<file path="config.mk">
export PLATFORM = sky130hd
export DESIGN_NAME = stepper_velocity_ramp_step_generator_unit
export DESIGN_NICKNAME = d
export VERILOG_FILES = /design/src/srg_pkg.sv /design/src/srg_serial_mul.sv /design/src/srg_serial_div.sv /design/src/stepper_velocity_ramp_step_generator_unit.sv
export SDC_FILE = /design/constraint.sdc
export NUM_CORES = 2
export LEC_CHECK = 0
export ABC_AREA = 1
export ABC_CLOCK_PERIOD_IN_PS = 6000
export BUFFER_PORTS_ARGS = -buffer_cell sky130_fd_sc_hd__buf_2
export CAP_MARGIN = 40
export CORE_ASPECT_RATIO = 1.25
export CORE_MARGIN = 10
export CORE_UTILIZATION = 55
export CTS_CLUSTER_DIAMETER = 200
export CTS_CLUSTER_SIZE = 20
export DETAILED_ROUTE_END_ITERATION = 6
export GPL_TIMING_DRIVEN = 0
export PLACE_DENSITY = 0.72
export SETUP_SLACK_MARGIN = 0.2
export SLEW_MARGIN = 20
export SYNTH_ARGS = -nofsm -noshare
export SYNTH_HDL_FRONTEND = slang
export SYNTH_SLANG_ARGS = --single-unit
</file>
<file path="constraint.sdc">
create_clock -name aclk -period 6 [get_ports aclk]
set_input_delay 1.2 -clock aclk [delete_from_list [all_inputs] [get_ports aclk]]
set_output_delay 1.2 -clock aclk [all_outputs]
set_load 0.02 [all_outputs]
</file>
<file path="src/srg_pkg.sv">
`timescale 1ns / 1ps
`default_nettype none
// ============================================================================
// Step generator package
// Shared constants, register codes, state encoding and unit handshake types
// for the stepper velocity ramp step generator.
// ============================================================================
package srg_pkg;

    // Default build parameters.
    localparam int TIME_BITS_DEF = 48;
    localparam int FRAC_BITS_DEF = 8;

    // Field and register widths.
    localparam int CFG_W     = 24;
    localparam int CFG_IDX_W = 2;
    localparam int SPEED_W   = 24;
    localparam int DIRCMD_W  = 2;
    localparam int VEL_W     = 25;
    localparam int INTV_W    = 24;
    localparam int RAMP_W    = 27;   // ramp increment, saturates at 2**26

    // Time constants in microseconds.
    localparam int US_BITS = 20;
    localparam logic [US_BITS-1:0] US_PER_S      = 20'd1000000;
    localparam logic [INTV_W-1:0]  SLOW_INTERVAL = 24'd10000000;

    // Shared serial divider geometry. Dividends sit left-aligned in the
    // dividend register; the ramp dividend never exceeds 2**26 * 1e6.
    localparam int DIVIDEND_W = 46;
    localparam int DIVISOR_W  = 25;
    localparam int QUOT_W     = 26;
    localparam int DIV_CNT_W  = 6;
    localparam logic [DIVIDEND_W-1:0] RAMP_LIMIT = 46'd67108864000000;
    localparam logic [RAMP_W-1:0]     RAMP_CAP   = 27'd67108864;

    // Configuration register indexes.
    typedef enum logic [CFG_IDX_W-1:0] {
        REG_TARGET_SPEED = 2'd0,
        REG_ACCEL        = 2'd1,
        REG_DIRECTION    = 2'd2,
        REG_JERK_BAND    = 2'd3
    } srg_reg_idx_t;

    // Direction command codes; both patterns with the sign bit set mean reverse.
    localparam logic [DIRCMD_W-1:0] DIR_STOP    = 2'b00;
    localparam logic [DIRCMD_W-1:0] DIR_FORWARD = 2'b01;

    // Sequencer states.
    typedef enum logic [2:0] {
        ST_IDLE,
        ST_MUL,
        ST_DIV_RAMP,
        ST_UPDATE,
        ST_INTERVAL,
        ST_DIV_INTV,
        ST_FINISH
    } srg_state_t;

    // Status reported by a serial arithmetic unit.
    typedef struct packed {
        logic busy;
        logic done;
    } srg_unit_status_t;

    // Command to the serial divider.
    typedef struct packed {
        logic                 start;
        logic [DIV_CNT_W-1:0] count;
    } srg_div_cmd_t;

endpackage
`default_nettype wire

</file>
<file path="src/srg_serial_mul.sv">
`timescale 1ns / 1ps
`default_nettype none
// ============================================================================
// Serial shift-add multiplier
// Multiplies an unsigned A by an unsigned B, one bit of A per cycle, LSB first.
// ============================================================================
module srg_serial_mul
    import srg_pkg::*;
#(
    parameter int A_W = SPEED_W,
    parameter int B_W = TIME_BITS_DEF
) (
    input  wire logic                 aclk,
    input  wire logic                 aresetn,
    input  wire logic                 start,
    input  wire logic [A_W-1:0]       a,
    input  wire logic [B_W-1:0]       b,
    output srg_unit_status_t          status,
    output logic      [A_W+B_W-1:0]   product
);

    localparam int PW    = A_W + B_W;
    localparam int CNT_W = $clog2(A_W + 1);

    logic [PW-1:0]    prod_reg,  prod_next;
    logic [B_W-1:0]   mcand_reg, mcand_next;
    logic [CNT_W-1:0] cnt_reg,   cnt_next;
    logic             busy_reg,  busy_next;
    logic             done_reg,  done_next;
    logic [B_W:0]     sum;

    // Partial sum: upper product half plus the multiplicand when the current bit is set.
    assign sum = {1'b0, prod_reg[PW-1:A_W]} + {1'b0, (prod_reg[0] ? mcand_reg : {B_W{1'b0}})};

    always_comb begin
        prod_next  = prod_reg;
        mcand_next = mcand_reg;
        cnt_next   = cnt_reg;
        busy_next  = busy_reg;
        done_next  = 1'b0;
        if (start) begin
            prod_next  = {{B_W{1'b0}}, a};
            mcand_next = b;
            cnt_next   = CNT_W'(A_W);
            busy_next  = 1'b1;
        end else if (busy_reg) begin
            prod_next = {sum, prod_reg[A_W-1:1]};
            cnt_next  = cnt_reg - 1'b1;
            if (cnt_reg == CNT_W'(1)) begin
                busy_next = 1'b0;
                done_next = 1'b1;
            end
        end
    end

    // Control state is reset; the datapath is not.
    always_ff @(posedge aclk) begin
        if (!aresetn) begin
            busy_reg <= 1'b0;
            done_reg <= 1'b0;
            cnt_reg  <= '0;
        end else begin
            busy_reg <= busy_next;
            done_reg <= done_next;
            cnt_reg  <= cnt_next;
        end
        prod_reg  <= prod_next;
        mcand_reg <= mcand_next;
    end

    assign status.busy = busy_reg;
    assign status.done = done_reg;
    assign product     = prod_reg;

endmodule
`default_nettype wire

</file>
<file path="src/srg_serial_div.sv">
`timescale 1ns / 1ps
`default_nettype none
// ============================================================================
// Serial restoring divider
// Produces one quotient bit per cycle from a left-aligned dividend.
// ============================================================================
module srg_serial_div
    import srg_pkg::*;
#(
    parameter int N_W = DIVIDEND_W,
    parameter int D_W = DIVISOR_W,
    parameter int Q_W = QUOT_W
) (
    input  wire logic            aclk,
    input  wire logic            aresetn,
    input  wire srg_div_cmd_t    cmd,
    input  wire logic [N_W-1:0]  dividend,
    input  wire logic [D_W-1:0]  divisor,
    output srg_unit_status_t     status,
    output logic      [Q_W-1:0]  quotient
);

    logic [N_W-1:0]       num_reg,  num_next;
    logic [D_W-1:0]       dsr_reg,  dsr_next;
    logic [D_W-1:0]       rem_reg,  rem_next;
    logic [Q_W-1:0]       quot_reg, quot_next;
    logic [DIV_CNT_W-1:0] cnt_reg,  cnt_next;
    logic                 busy_reg, busy_next;
    logic                 done_reg, done_next;
    logic [D_W:0]         shifted;
    logic [D_W:0]         trial;
    logic                 fits;

    // One restoring step: bring down the next dividend bit and try a subtract.
    assign shifted = {rem_reg, num_reg[N_W-1]};
    assign trial   = shifted - {1'b0, dsr_reg};
    assign fits    = (shifted >= {1'b0, dsr_reg});

    always_comb begin
        num_next  = num_reg;
        dsr_next  = dsr_reg;
        rem_next  = rem_reg;
        quot_next = quot_reg;
        cnt_next  = cnt_reg;
        busy_next = busy_reg;
        done_next = 1'b0;
        if (cmd.start) begin
            num_next  = dividend;
            dsr_next  = divisor;
            rem_next  = '0;
            quot_next = '0;
            cnt_next  = cmd.count;
            busy_next = 1'b1;
        end else if (busy_reg) begin
            num_next  = {num_reg[N_W-2:0], 1'b0};
            rem_next  = fits ? trial[D_W-1:0] : shifted[D_W-1:0];
            quot_next = {quot_reg[Q_W-2:0], fits};
            cnt_next  = cnt_reg - 1'b1;
            if (cnt_reg == DIV_CNT_W'(1)) begin
                busy_next = 1'b0;
                done_next = 1'b1;
            end
        end
    end

    always_ff @(posedge aclk) begin
        if (!aresetn) begin
            busy_reg <= 1'b0;
            done_reg <= 1'b0;
            cnt_reg  <= '0;
        end else begin
            busy_reg <= busy_next;
            done_reg <= done_next;
            cnt_reg  <= cnt_next;
        end
        num_reg  <= num_next;
        dsr_reg  <= dsr_next;
        rem_reg  <= rem_next;
        quot_reg <= quot_next;
    end

    assign status.busy = busy_reg;
    assign status.done = done_reg;
    assign quotient    = quot_reg;

endmodule
`default_nettype wire

</file>
<file path="src/stepper_velocity_ramp_step_generator_unit.sv">
`timescale 1ns / 1ps
`default_nettype none
// Each wake event runs through the serial multiplier and then the shared serial divider
// (ramp, then interval), both one bit per cycle; a division is skipped when the ramp
// increment saturates or the speed is slow. A new wake event is accepted only once the
// sequencer has returned to idle, after the previous result has been loaded.
// Reset (aresetn low, synchronous) clears velocity and configuration, sets the
// next step time to 10000000 us and the awake pin high.
// ============================================================================
// Stepper velocity ramp step generator
// Handles wake events: step and pin decisions, trapezoidal ramp and the
// scheduling of the next step from the step interval.
// ============================================================================
module stepper_velocity_ramp_step_generator_unit
    import srg_pkg::*;
#(
    parameter int TIME_BITS = TIME_BITS_DEF,
    parameter int FRAC_BITS = FRAC_BITS_DEF,
    localparam int IN_W     = ((TIME_BITS + 7) / 8) * 8,
    localparam int OUT_BITS = 4 + TIME_BITS + INTV_W + VEL_W,
    localparam int OUT_W    = ((OUT_BITS + 7) / 8) * 8
) (
    input  wire logic                 aclk,
    input  wire logic                 aresetn,
    // Wake event channel.
    input  wire logic                 s_tvalid,
    output logic                      s_tready,
    input  wire logic [IN_W-1:0]      s_tdata,   // now_us
    // Result channel.
    output logic                      m_tvalid,
    input  wire logic                 m_tready,
    // stepped, step_level, dir_level, awake_level, next_step_time_us,
    // interval_us, velocity_out_q8
    output logic      [OUT_W-1:0]     m_tdata,
    // Configuration write port.
    input  wire logic                 cfg_wr_en,
    input  wire logic [CFG_IDX_W-1:0] cfg_index,
    input  wire logic [CFG_W-1:0]     cfg_wdata
);

    localparam int PROD_W = SPEED_W + TIME_BITS;
    localparam logic [DIV_CNT_W-1:0]  RAMP_COUNT    = DIV_CNT_W'(DIVIDEND_W);
    localparam logic [DIV_CNT_W-1:0]  INTV_COUNT    = DIV_CNT_W'(US_BITS + FRAC_BITS);
    localparam logic [DIVIDEND_W-1:0] INTV_DIVIDEND =
        {US_PER_S, {(DIVIDEND_W - US_BITS){1'b0}}};
    localparam logic [28:0] SLOW_LIMIT = 29'(64'd1 << FRAC_BITS);

    // Configuration registers.
    logic [SPEED_W-1:0]  target_speed_reg;
    logic [SPEED_W-1:0]  accel_reg;
    logic [DIRCMD_W-1:0] direction_reg;
    logic [SPEED_W-1:0]  jerk_band_reg;

    // Sequencer and motion state.
    srg_state_t              state_reg, state_next;
    logic signed [VEL_W-1:0] velocity_reg, velocity_next;
    logic [TIME_BITS-1:0]    last_step_reg, next_step_reg;
    logic                    step_pin_reg, dir_pin_reg, awake_pin_reg;
    logic                    stepped_reg;
    logic [RAMP_W-1:0]       ramp_reg;
    logic [INTV_W-1:0]       interval_reg;
    logic                    m_valid_reg;
    logic [OUT_W-1:0]        m_data_reg;

    // Handshakes and control strobes.
    logic s_accept;
    logic out_free;
    logic mul_start;
    logic ramp_sat;
    logic slow;
    logic ramp_load_sat, ramp_load_div;
    logic intv_load_slow, intv_load_div;
    logic vel_load;
    logic out_load;

    // Arithmetic units.
    srg_unit_status_t        mul_status, div_status;
    srg_div_cmd_t            div_cmd;
    logic [PROD_W-1:0]       mul_product;
    logic [TIME_BITS-1:0]    now_us;
    logic [TIME_BITS-1:0]    dt;
    logic [DIVIDEND_W-1:0]   div_dividend;
    logic [DIVISOR_W-1:0]    div_divisor;
    logic [QUOT_W-1:0]       div_quotient;
    logic                    step_hit;
    logic                    sleep;

    assign now_us   = s_tdata[TIME_BITS-1:0];
    assign s_accept = s_tvalid && s_tready;
    assign out_free = !m_valid_reg || m_tready;
    assign dt       = now_us - last_step_reg;
    assign step_hit = (now_us >= next_step_reg);
    assign sleep    = (direction_reg == DIR_STOP) && (velocity_reg == '0);

    // Ramp increment saturates once accel * dt reaches 2**26 * 1e6.
    assign ramp_sat = (|mul_product[PROD_W-1:DIVIDEND_W]) ||
                      (mul_product[DIVIDEND_W-1:0] >= RAMP_LIMIT);

    // Configuration writes.
    always_ff @(posedge aclk) begin
        if (!aresetn) begin
            target_speed_reg <= '0;
            accel_reg        <= '0;
            direction_reg    <= '0;
            jerk_band_reg    <= '0;
        end else if (cfg_wr_en) begin
            unique case (srg_reg_idx_t'(cfg_index))
                REG_TARGET_SPEED: target_speed_reg <= cfg_wdata[SPEED_W-1:0];
                REG_ACCEL:        accel_reg        <= cfg_wdata[SPEED_W-1:0];
                REG_DIRECTION:    direction_reg    <= cfg_wdata[DIRCMD_W-1:0];
                REG_JERK_BAND:    jerk_band_reg    <= cfg_wdata[SPEED_W-1:0];
                default: ;
            endcase
        end
    end

    // Velocity update toward the target, in a 28-bit signed workspace.
    logic signed [27:0] v_ext, tgt_ext, ds_ext, err, err_abs, v_dn, v_up, v_new;

    always_comb begin
        unique case (direction_reg)
            DIR_STOP:    tgt_ext = '0;
            DIR_FORWARD: tgt_ext = signed'({4'b0, target_speed_reg});
            default:     tgt_ext = -signed'({4'b0, target_speed_reg});
        endcase
        v_ext   = 28'(velocity_reg);
        ds_ext  = signed'({1'b0, ramp_reg});
        err     = v_ext - tgt_ext;
        err_abs = (err < 0) ? -err : err;
        v_dn    = v_ext - ds_ext;
        v_up    = v_ext + ds_ext;
        if (err_abs < signed'({4'b0, jerk_band_reg})) begin
            v_new = tgt_ext;
        end else if (v_ext > tgt_ext) begin
            v_new = (v_dn < tgt_ext) ? tgt_ext : v_dn;
        end else if (v_ext < tgt_ext) begin
            v_new = (v_up > tgt_ext) ? tgt_ext : v_up;
        end else begin
            v_new = v_ext;
        end
        velocity_next = v_new[VEL_W-1:0];
    end

    // Speed magnitude and the slow-speed test (|v| * 10 below one step/s).
    logic [DIVISOR_W-1:0] mag;
    logic [28:0]          mag_x10;

    assign mag     = velocity_reg[VEL_W-1] ? DIVISOR_W'(-velocity_reg) : DIVISOR_W'(velocity_reg);
    assign mag_x10 = ({4'b0, mag} << 3) + ({4'b0, mag} << 1);
    assign slow    = (mag_x10 < SLOW_LIMIT);

    // Next step time, saturating at the top of the time range.
    logic [TIME_BITS:0]   next_sum;
    logic [TIME_BITS-1:0] next_time;

    assign next_sum  = {1'b0, last_step_reg} + (TIME_BITS+1)'(interval_reg);
    assign next_time = next_sum[TIME_BITS] ? {TIME_BITS{1'b1}} : next_sum[TIME_BITS-1:0];

    // Sequencer: next state.
    always_comb begin
        state_next = state_reg;
        unique case (state_reg)
            ST_IDLE:     if (s_accept) state_next = ST_MUL;
            ST_MUL:      if (mul_status.done) state_next = ramp_sat ? ST_UPDATE : ST_DIV_RAMP;
            ST_DIV_RAMP: if (div_status.done) state_next = ST_UPDATE;
            ST_UPDATE:   state_next = ST_INTERVAL;
            ST_INTERVAL: state_next = slow ? ST_FINISH : ST_DIV_INTV;
            ST_DIV_INTV: if (div_status.done) state_next = ST_FINISH;
            ST_FINISH:   if (out_free) state_next = ST_IDLE;
            default:     state_next = ST_IDLE;
        endcase
    end

    // Sequencer: outputs and strobes.
    always_comb begin
        s_tready       = 1'b0;
        mul_start      = 1'b0;
        div_cmd.start  = 1'b0;
        div_cmd.count  = INTV_COUNT;
        div_dividend   = INTV_DIVIDEND;
        div_divisor    = mag;
        ramp_load_sat  = 1'b0;
        ramp_load_div  = 1'b0;
        vel_load       = 1'b0;
        intv_load_slow = 1'b0;
        intv_load_div  = 1'b0;
        out_load       = 1'b0;
        unique case (state_reg)
            ST_IDLE: begin
                s_tready  = 1'b1;
                mul_start = s_tvalid;
            end
            ST_MUL: begin
                div_cmd.count = RAMP_COUNT;
                div_dividend  = mul_product[DIVIDEND_W-1:0];
                div_divisor   = DIVISOR_W'(US_PER_S);
                if (mul_status.done) begin
                    ramp_load_sat = ramp_sat;
                    div_cmd.start = !ramp_sat;
                end
            end
            ST_DIV_RAMP: ramp_load_div = div_status.done;
            ST_UPDATE:   vel_load = 1'b1;
            ST_INTERVAL: begin
                intv_load_slow = slow;
                div_cmd.start  = !slow;
            end
            ST_DIV_INTV: intv_load_div = div_status.done;
            ST_FINISH:   out_load = out_free;
            default: ;
        endcase
    end

    // Sequencer, motion state and result register.
    always_ff @(posedge aclk) begin
        if (!aresetn) begin
            state_reg     <= ST_IDLE;
            velocity_reg  <= '0;
            last_step_reg <= '0;
            next_step_reg <= TIME_BITS'(SLOW_INTERVAL);
            step_pin_reg  <= 1'b0;
            dir_pin_reg   <= 1'b0;
            awake_pin_reg <= 1'b1;
            stepped_reg   <= 1'b0;
            m_valid_reg   <= 1'b0;
        end else begin
            state_reg <= state_next;
            // Step event: the direction pin updates together with a toggle of the awake or step pin.
            if (s_accept) begin
                stepped_reg <= step_hit;
                if (step_hit) begin
                    last_step_reg <= now_us;
                    dir_pin_reg   <= !velocity_reg[VEL_W-1] && (velocity_reg != '0);
                    if (awake_pin_reg == sleep) begin
                        awake_pin_reg <= !awake_pin_reg;
                    end else begin
                        step_pin_reg <= !step_pin_reg;
                    end
                end
            end
            if (vel_load) begin
                velocity_reg <= velocity_next;
            end
            if (out_load) begin
                next_step_reg <= next_time;
                m_valid_reg   <= 1'b1;
            end else if (m_tready) begin
                m_valid_reg <= 1'b0;
            end
        end
    end

    // Datapath registers without reset.
    always_ff @(posedge aclk) begin
        if (ramp_load_sat) begin
            ramp_reg <= RAMP_CAP;
        end else if (ramp_load_div) begin
            ramp_reg <= RAMP_W'(div_quotient);
        end
        if (intv_load_slow) begin
            interval_reg <= SLOW_INTERVAL;
        end else if (intv_load_div) begin
            interval_reg <= div_quotient[INTV_W-1:0];
        end
        if (out_load) begin
            m_data_reg <= OUT_W'({velocity_reg, interval_reg, next_time,
                                  awake_pin_reg, dir_pin_reg, step_pin_reg, stepped_reg});
        end
    end

    // Arithmetic units.
    srg_serial_mul #(
        .A_W (SPEED_W),
        .B_W (TIME_BITS)
    ) u_mul (
        .aclk    (aclk),
        .aresetn (aresetn),
        .start   (mul_start),
        .a       (accel_reg),
        .b       (dt),
        .status  (mul_status),
        .product (mul_product)
    );

    srg_serial_div #(
        .N_W (DIVIDEND_W),
        .D_W (DIVISOR_W),
        .Q_W (QUOT_W)
    ) u_div (
        .aclk     (aclk),
        .aresetn  (aresetn),
        .cmd      (div_cmd),
        .dividend (div_dividend),
        .divisor  (div_divisor),
        .status   (div_status),
        .quotient (div_quotient)
    );

    assign m_tvalid = m_valid_reg;
    assign m_tdata  = m_data_reg;

endmodule
`default_nettype wire

</file>
==> flow_summary.json <==
{
  "status": "complete, no violations",
  "synth_area_um2": 42280,
  "core-area_um2": 76070,
  "synth_top_cell_by_area": "dfxtp_1",
  "gp_congestion": 1.002,
  "num_io_pins": 185,
  "powerDensity_nw_per_um2": 448.1,
  "fillers": 7087,
  "finalHoldViolations": 0,
  "yosys-top-cells-count": "nand2_1, inv_1, o21ai_0, a21oi_1, nor2_1",
  "antenna_found_initial": 4,
  "yosys.area_share.adder": 0.1027,
  "finalSetupViolations": 0,
  "r2r_setup_slack_ps": 290,
  "crit_path_end_kind": "register",
  "synth_cells": 5910,
  "numCtsBuffers": 36,
  "worst_pin_slew_ps": 926.8,
  "hp-class": "reg2reg",
  "synthDistinctLibCells": 61,
  "peakVddDrop_v": 0.0003015,
  "clock-sinks": 612,
  "largest_register_ffs": 101,
  "rr_startpoint": "direction_reg[1]$_SDFFE_PN0P_",
  "drive_above_1_share": 0.1178,
  "first_pass_iters": 6,
  "yosysTopAreaCellShare": 0.1742,
  "timing.fmax_mhz": 175.1,
  "crit_path_frequent_cell": "o21ai_1",
  "rsz0062_at_grt": "true",
  "portBuffers": 181,
  "synthArstFlopShare": 0,
  "seq_area_frac_synth": 0.3475,
  "yosys-top-cells-area": "dfxtp_1, edfxtp_1, nand2_1, ha_1, inv_1",
  "ff_latch_area_um2": 14790,
  "grt_max_degree": 59,
  "cts_root_buffer": "clkbuf_16",
  "postLayoutCoreUtil": 0.6263,
  "syn_to_final_growth_pct": 12.67,
  "wirelength_mm": 148.6,
  "gr-usage-all-layers": 0.3247,
  "avgViaCountPerCell": 5.687,
  "slowest_delay_ps": 400,
  "rows": 113,
  "wire_per_inst_um": 20.56,
  "die_area_um2": 88440,
  "grt_pass1_wl_mm": 221.9,
  "rr_endpoint": "velocity_reg[23]$_SDFFE_PN0P_",
  "hold_end": "jerk_band_reg[15]$_SDFFE_PN0P_",
  "insertion_delay_ps": 630,
  "crit_arrival_ps": 6220,
  "criticalPathCategory": "reg2reg",
  "min_period_ps": 5712,
  "drt_iter0_markers": 3542,
  "grt_use_met1": 0.3785,
  "grt_pass1_vias": 39150,
  "ant_nets": 0,
  "clk_pin_slew_ps": 100,
  "die_h_um": 330,
  "ys_ff_latch": 612,
  "synth_xor_area_frac": 0.04495,
  "worstHoldStart": "jerk_band_reg[15]$_SDFFE_PN0P_",
  "num_vias": 41100,
  "p_leak_nw": 22.70,
  "avgSynthCellArea_um2": 7.155,
  "hold_depth": 2,
  "drcViolationCount": 0,
  "start_kind": "register",
  "start_util": 0.5559,
  "yosys_warnings": 0,
  "synthSimpleGateAreaFrac": 0.2365,
  "multi_input_area_um2": 24590,
  "synth_top_family_by_area": "simple AND/OR/NAND/NOR gates",
  "worstPathRequired_ps": 6510,
  "cts_tree": "built",
  "synth_edf_count": 244,
  "fin_skew_ps": 46.72,
  "drv_cap": 0,
  "busiest_layer": "met2",
  "hold_buffers": 0,
  "p_total_w": 0.02135,
  "maxSlewHeadroom": 0.3813,
  "dp_hpwl_mm": 118.9,
  "final_max_slew_viol_count": 0,
  "fin_cells": 7227,
  "clock_path_buffers": 3,
  "worstPathMaxFanout": 10,
  "die_w_um": 268,
  "cts_max_level": 2,
  "overflow": 0,
  "gr-usage-met3": 0.05372,
  "synth_compound_area_frac": 0.1707,
  "slowest_stage": "a21oi_2",
  "synth.area.mux_share": 0.0004734,
  "ys.flop_type": "dfxtp_1",
  "yosysMostFrequentCell": "nand2_1",
  "dp.cells": 7080,
  "rr_worst_depth": 40,
  "grt_use_met2": 0.5604,
  "finalCritPeriodShare": 0.9519,
  "final_nets": 6644
}
-- through the flow --
| stage | area [um^2] | setup slack [ps] | hold slack [ps] | TNS [ps] |
|---|---|---|---|---|
| global placement | 44420 | -1608 | 439.7 | -333420 |
| finish | 47640 | 288.5 | 465.5 | 0 |
| global route | 47640 | -65.57 | 485.4 | -1011 |
| floorplan | 42290 | 617.6 | 408.2 | 0 |
| CTS | 46270 | 204.2 | 470.2 | 0 |
| detailed placement | 44590 | -1238 | 454.0 | -93100 |
-- worst max-delay path: cells and delay by family, from the launching register on --
kind	cells	cell delay, ps
AND/OR/NAND/NOR	16	1520
flip-flops	1	330
XOR/XNOR	1	150
buffers and inverters	9	1190
adder cells (fa/ha/maj)	2	490
AO/OA/AOI/OAI	12	1930
-- cell type report --
class / instances / area share
Timing Repair Buffer: 272 / 0.03648
Multi-Input combinational cell: 4230 / 0.5162
Clock inverter: 3 / 0.001156
Buffer: 173 / 0.01746
Inverter: 897 / 0.07117
Antenna cell: 1 / 0.00005253
Clock buffer: 62 / 0.02140
Sequential cell: 612 / 0.3104
Tap cell: 977 / 0.02566
-- metal layers --
metal	vias up	wire length, um
li1	20130	-
met1	19040	57920
met2	1497	70030
met3	426	10640
met4	0	9984
met5	-	0
-- layout by cell type (no fill, tap or decap), types with 33 or more instances in the layout --
master,synthesis,layout
xnor2_1,56,55
nor2_2,14,33
clkbuf_1,135,148
nor3_1,56,44
buf_2,17,193
or2_2,38,37
a21oi_1,509,489
nand3_1,298,288
buf_4,10,83
o21bai_1,34,33
ha_1,336,314
nand2_2,39,61
inv_2,24,36
inv_1,869,850
xor2_1,161,153
edfxtp_1,244,244
dfxtp_1,368,335
clkbuf_16,0,37
nand2_1,1312,1277
nor2_1,462,429
a31oi_1,39,39
o211ai_1,64,64
o21ai_0,511,481
nand4_1,79,79
-- power breakdown --
group	internal (W)	leakage, nW	switching, W
clock network	0.00118	0.508	0.00150
registers	0.00520	5.30	0.000558
logic	0.00448	16.9	0.00842
-- cells by family (layout without fill, tap and decap cells) --
group / after synthesis / after routing
simple gates: 2362 / 2362
flops: 612 / 612
fa+ha+maj: 343 / 343
mux: 2 / 2
buf+inv: 1070 / 1407
xor+xnor: 217 / 217
compound gates: 1303 / 1303
other cells: 1 / 4
-- timing repair --
action                     CTS  global route
gates cloned                 1             0
gates resized for setup    129           255
pin swaps                   20            72
buffers inserted            26            51
setup endpoints to repair  217           219
-- worst max-delay path by stage --
stage                     slack, ps                              end                        startpoint  cells past startpoint
after floorplan                 620   u_div.num_reg[0]$_SDFFCE_PN0P_      velocity_reg[1]$_SDFFE_PN0P_                     34
after global placement        -1610    next_step_reg[7]$_SDFFE_PN1P_                          m_tready                      5
after detailed placement      -1240  u_div.quotient[17]$_SDFFE_PP0P_      velocity_reg[0]$_SDFFE_PN0P_                     34
after CTS                       200    velocity_reg[12]$_SDFFE_PN0P_  target_speed_reg[2]$_SDFFE_PN0P_                     43
after global routing            -70    velocity_reg[13]$_SDFFE_PN0P_  target_speed_reg[0]$_SDFFE_PN0P_                     40
final                           290    velocity_reg[23]$_SDFFE_PN0P_     direction_reg[1]$_SDFFE_PN0P_                     40
Note: power is estimated with default switching activity, not from simulation.
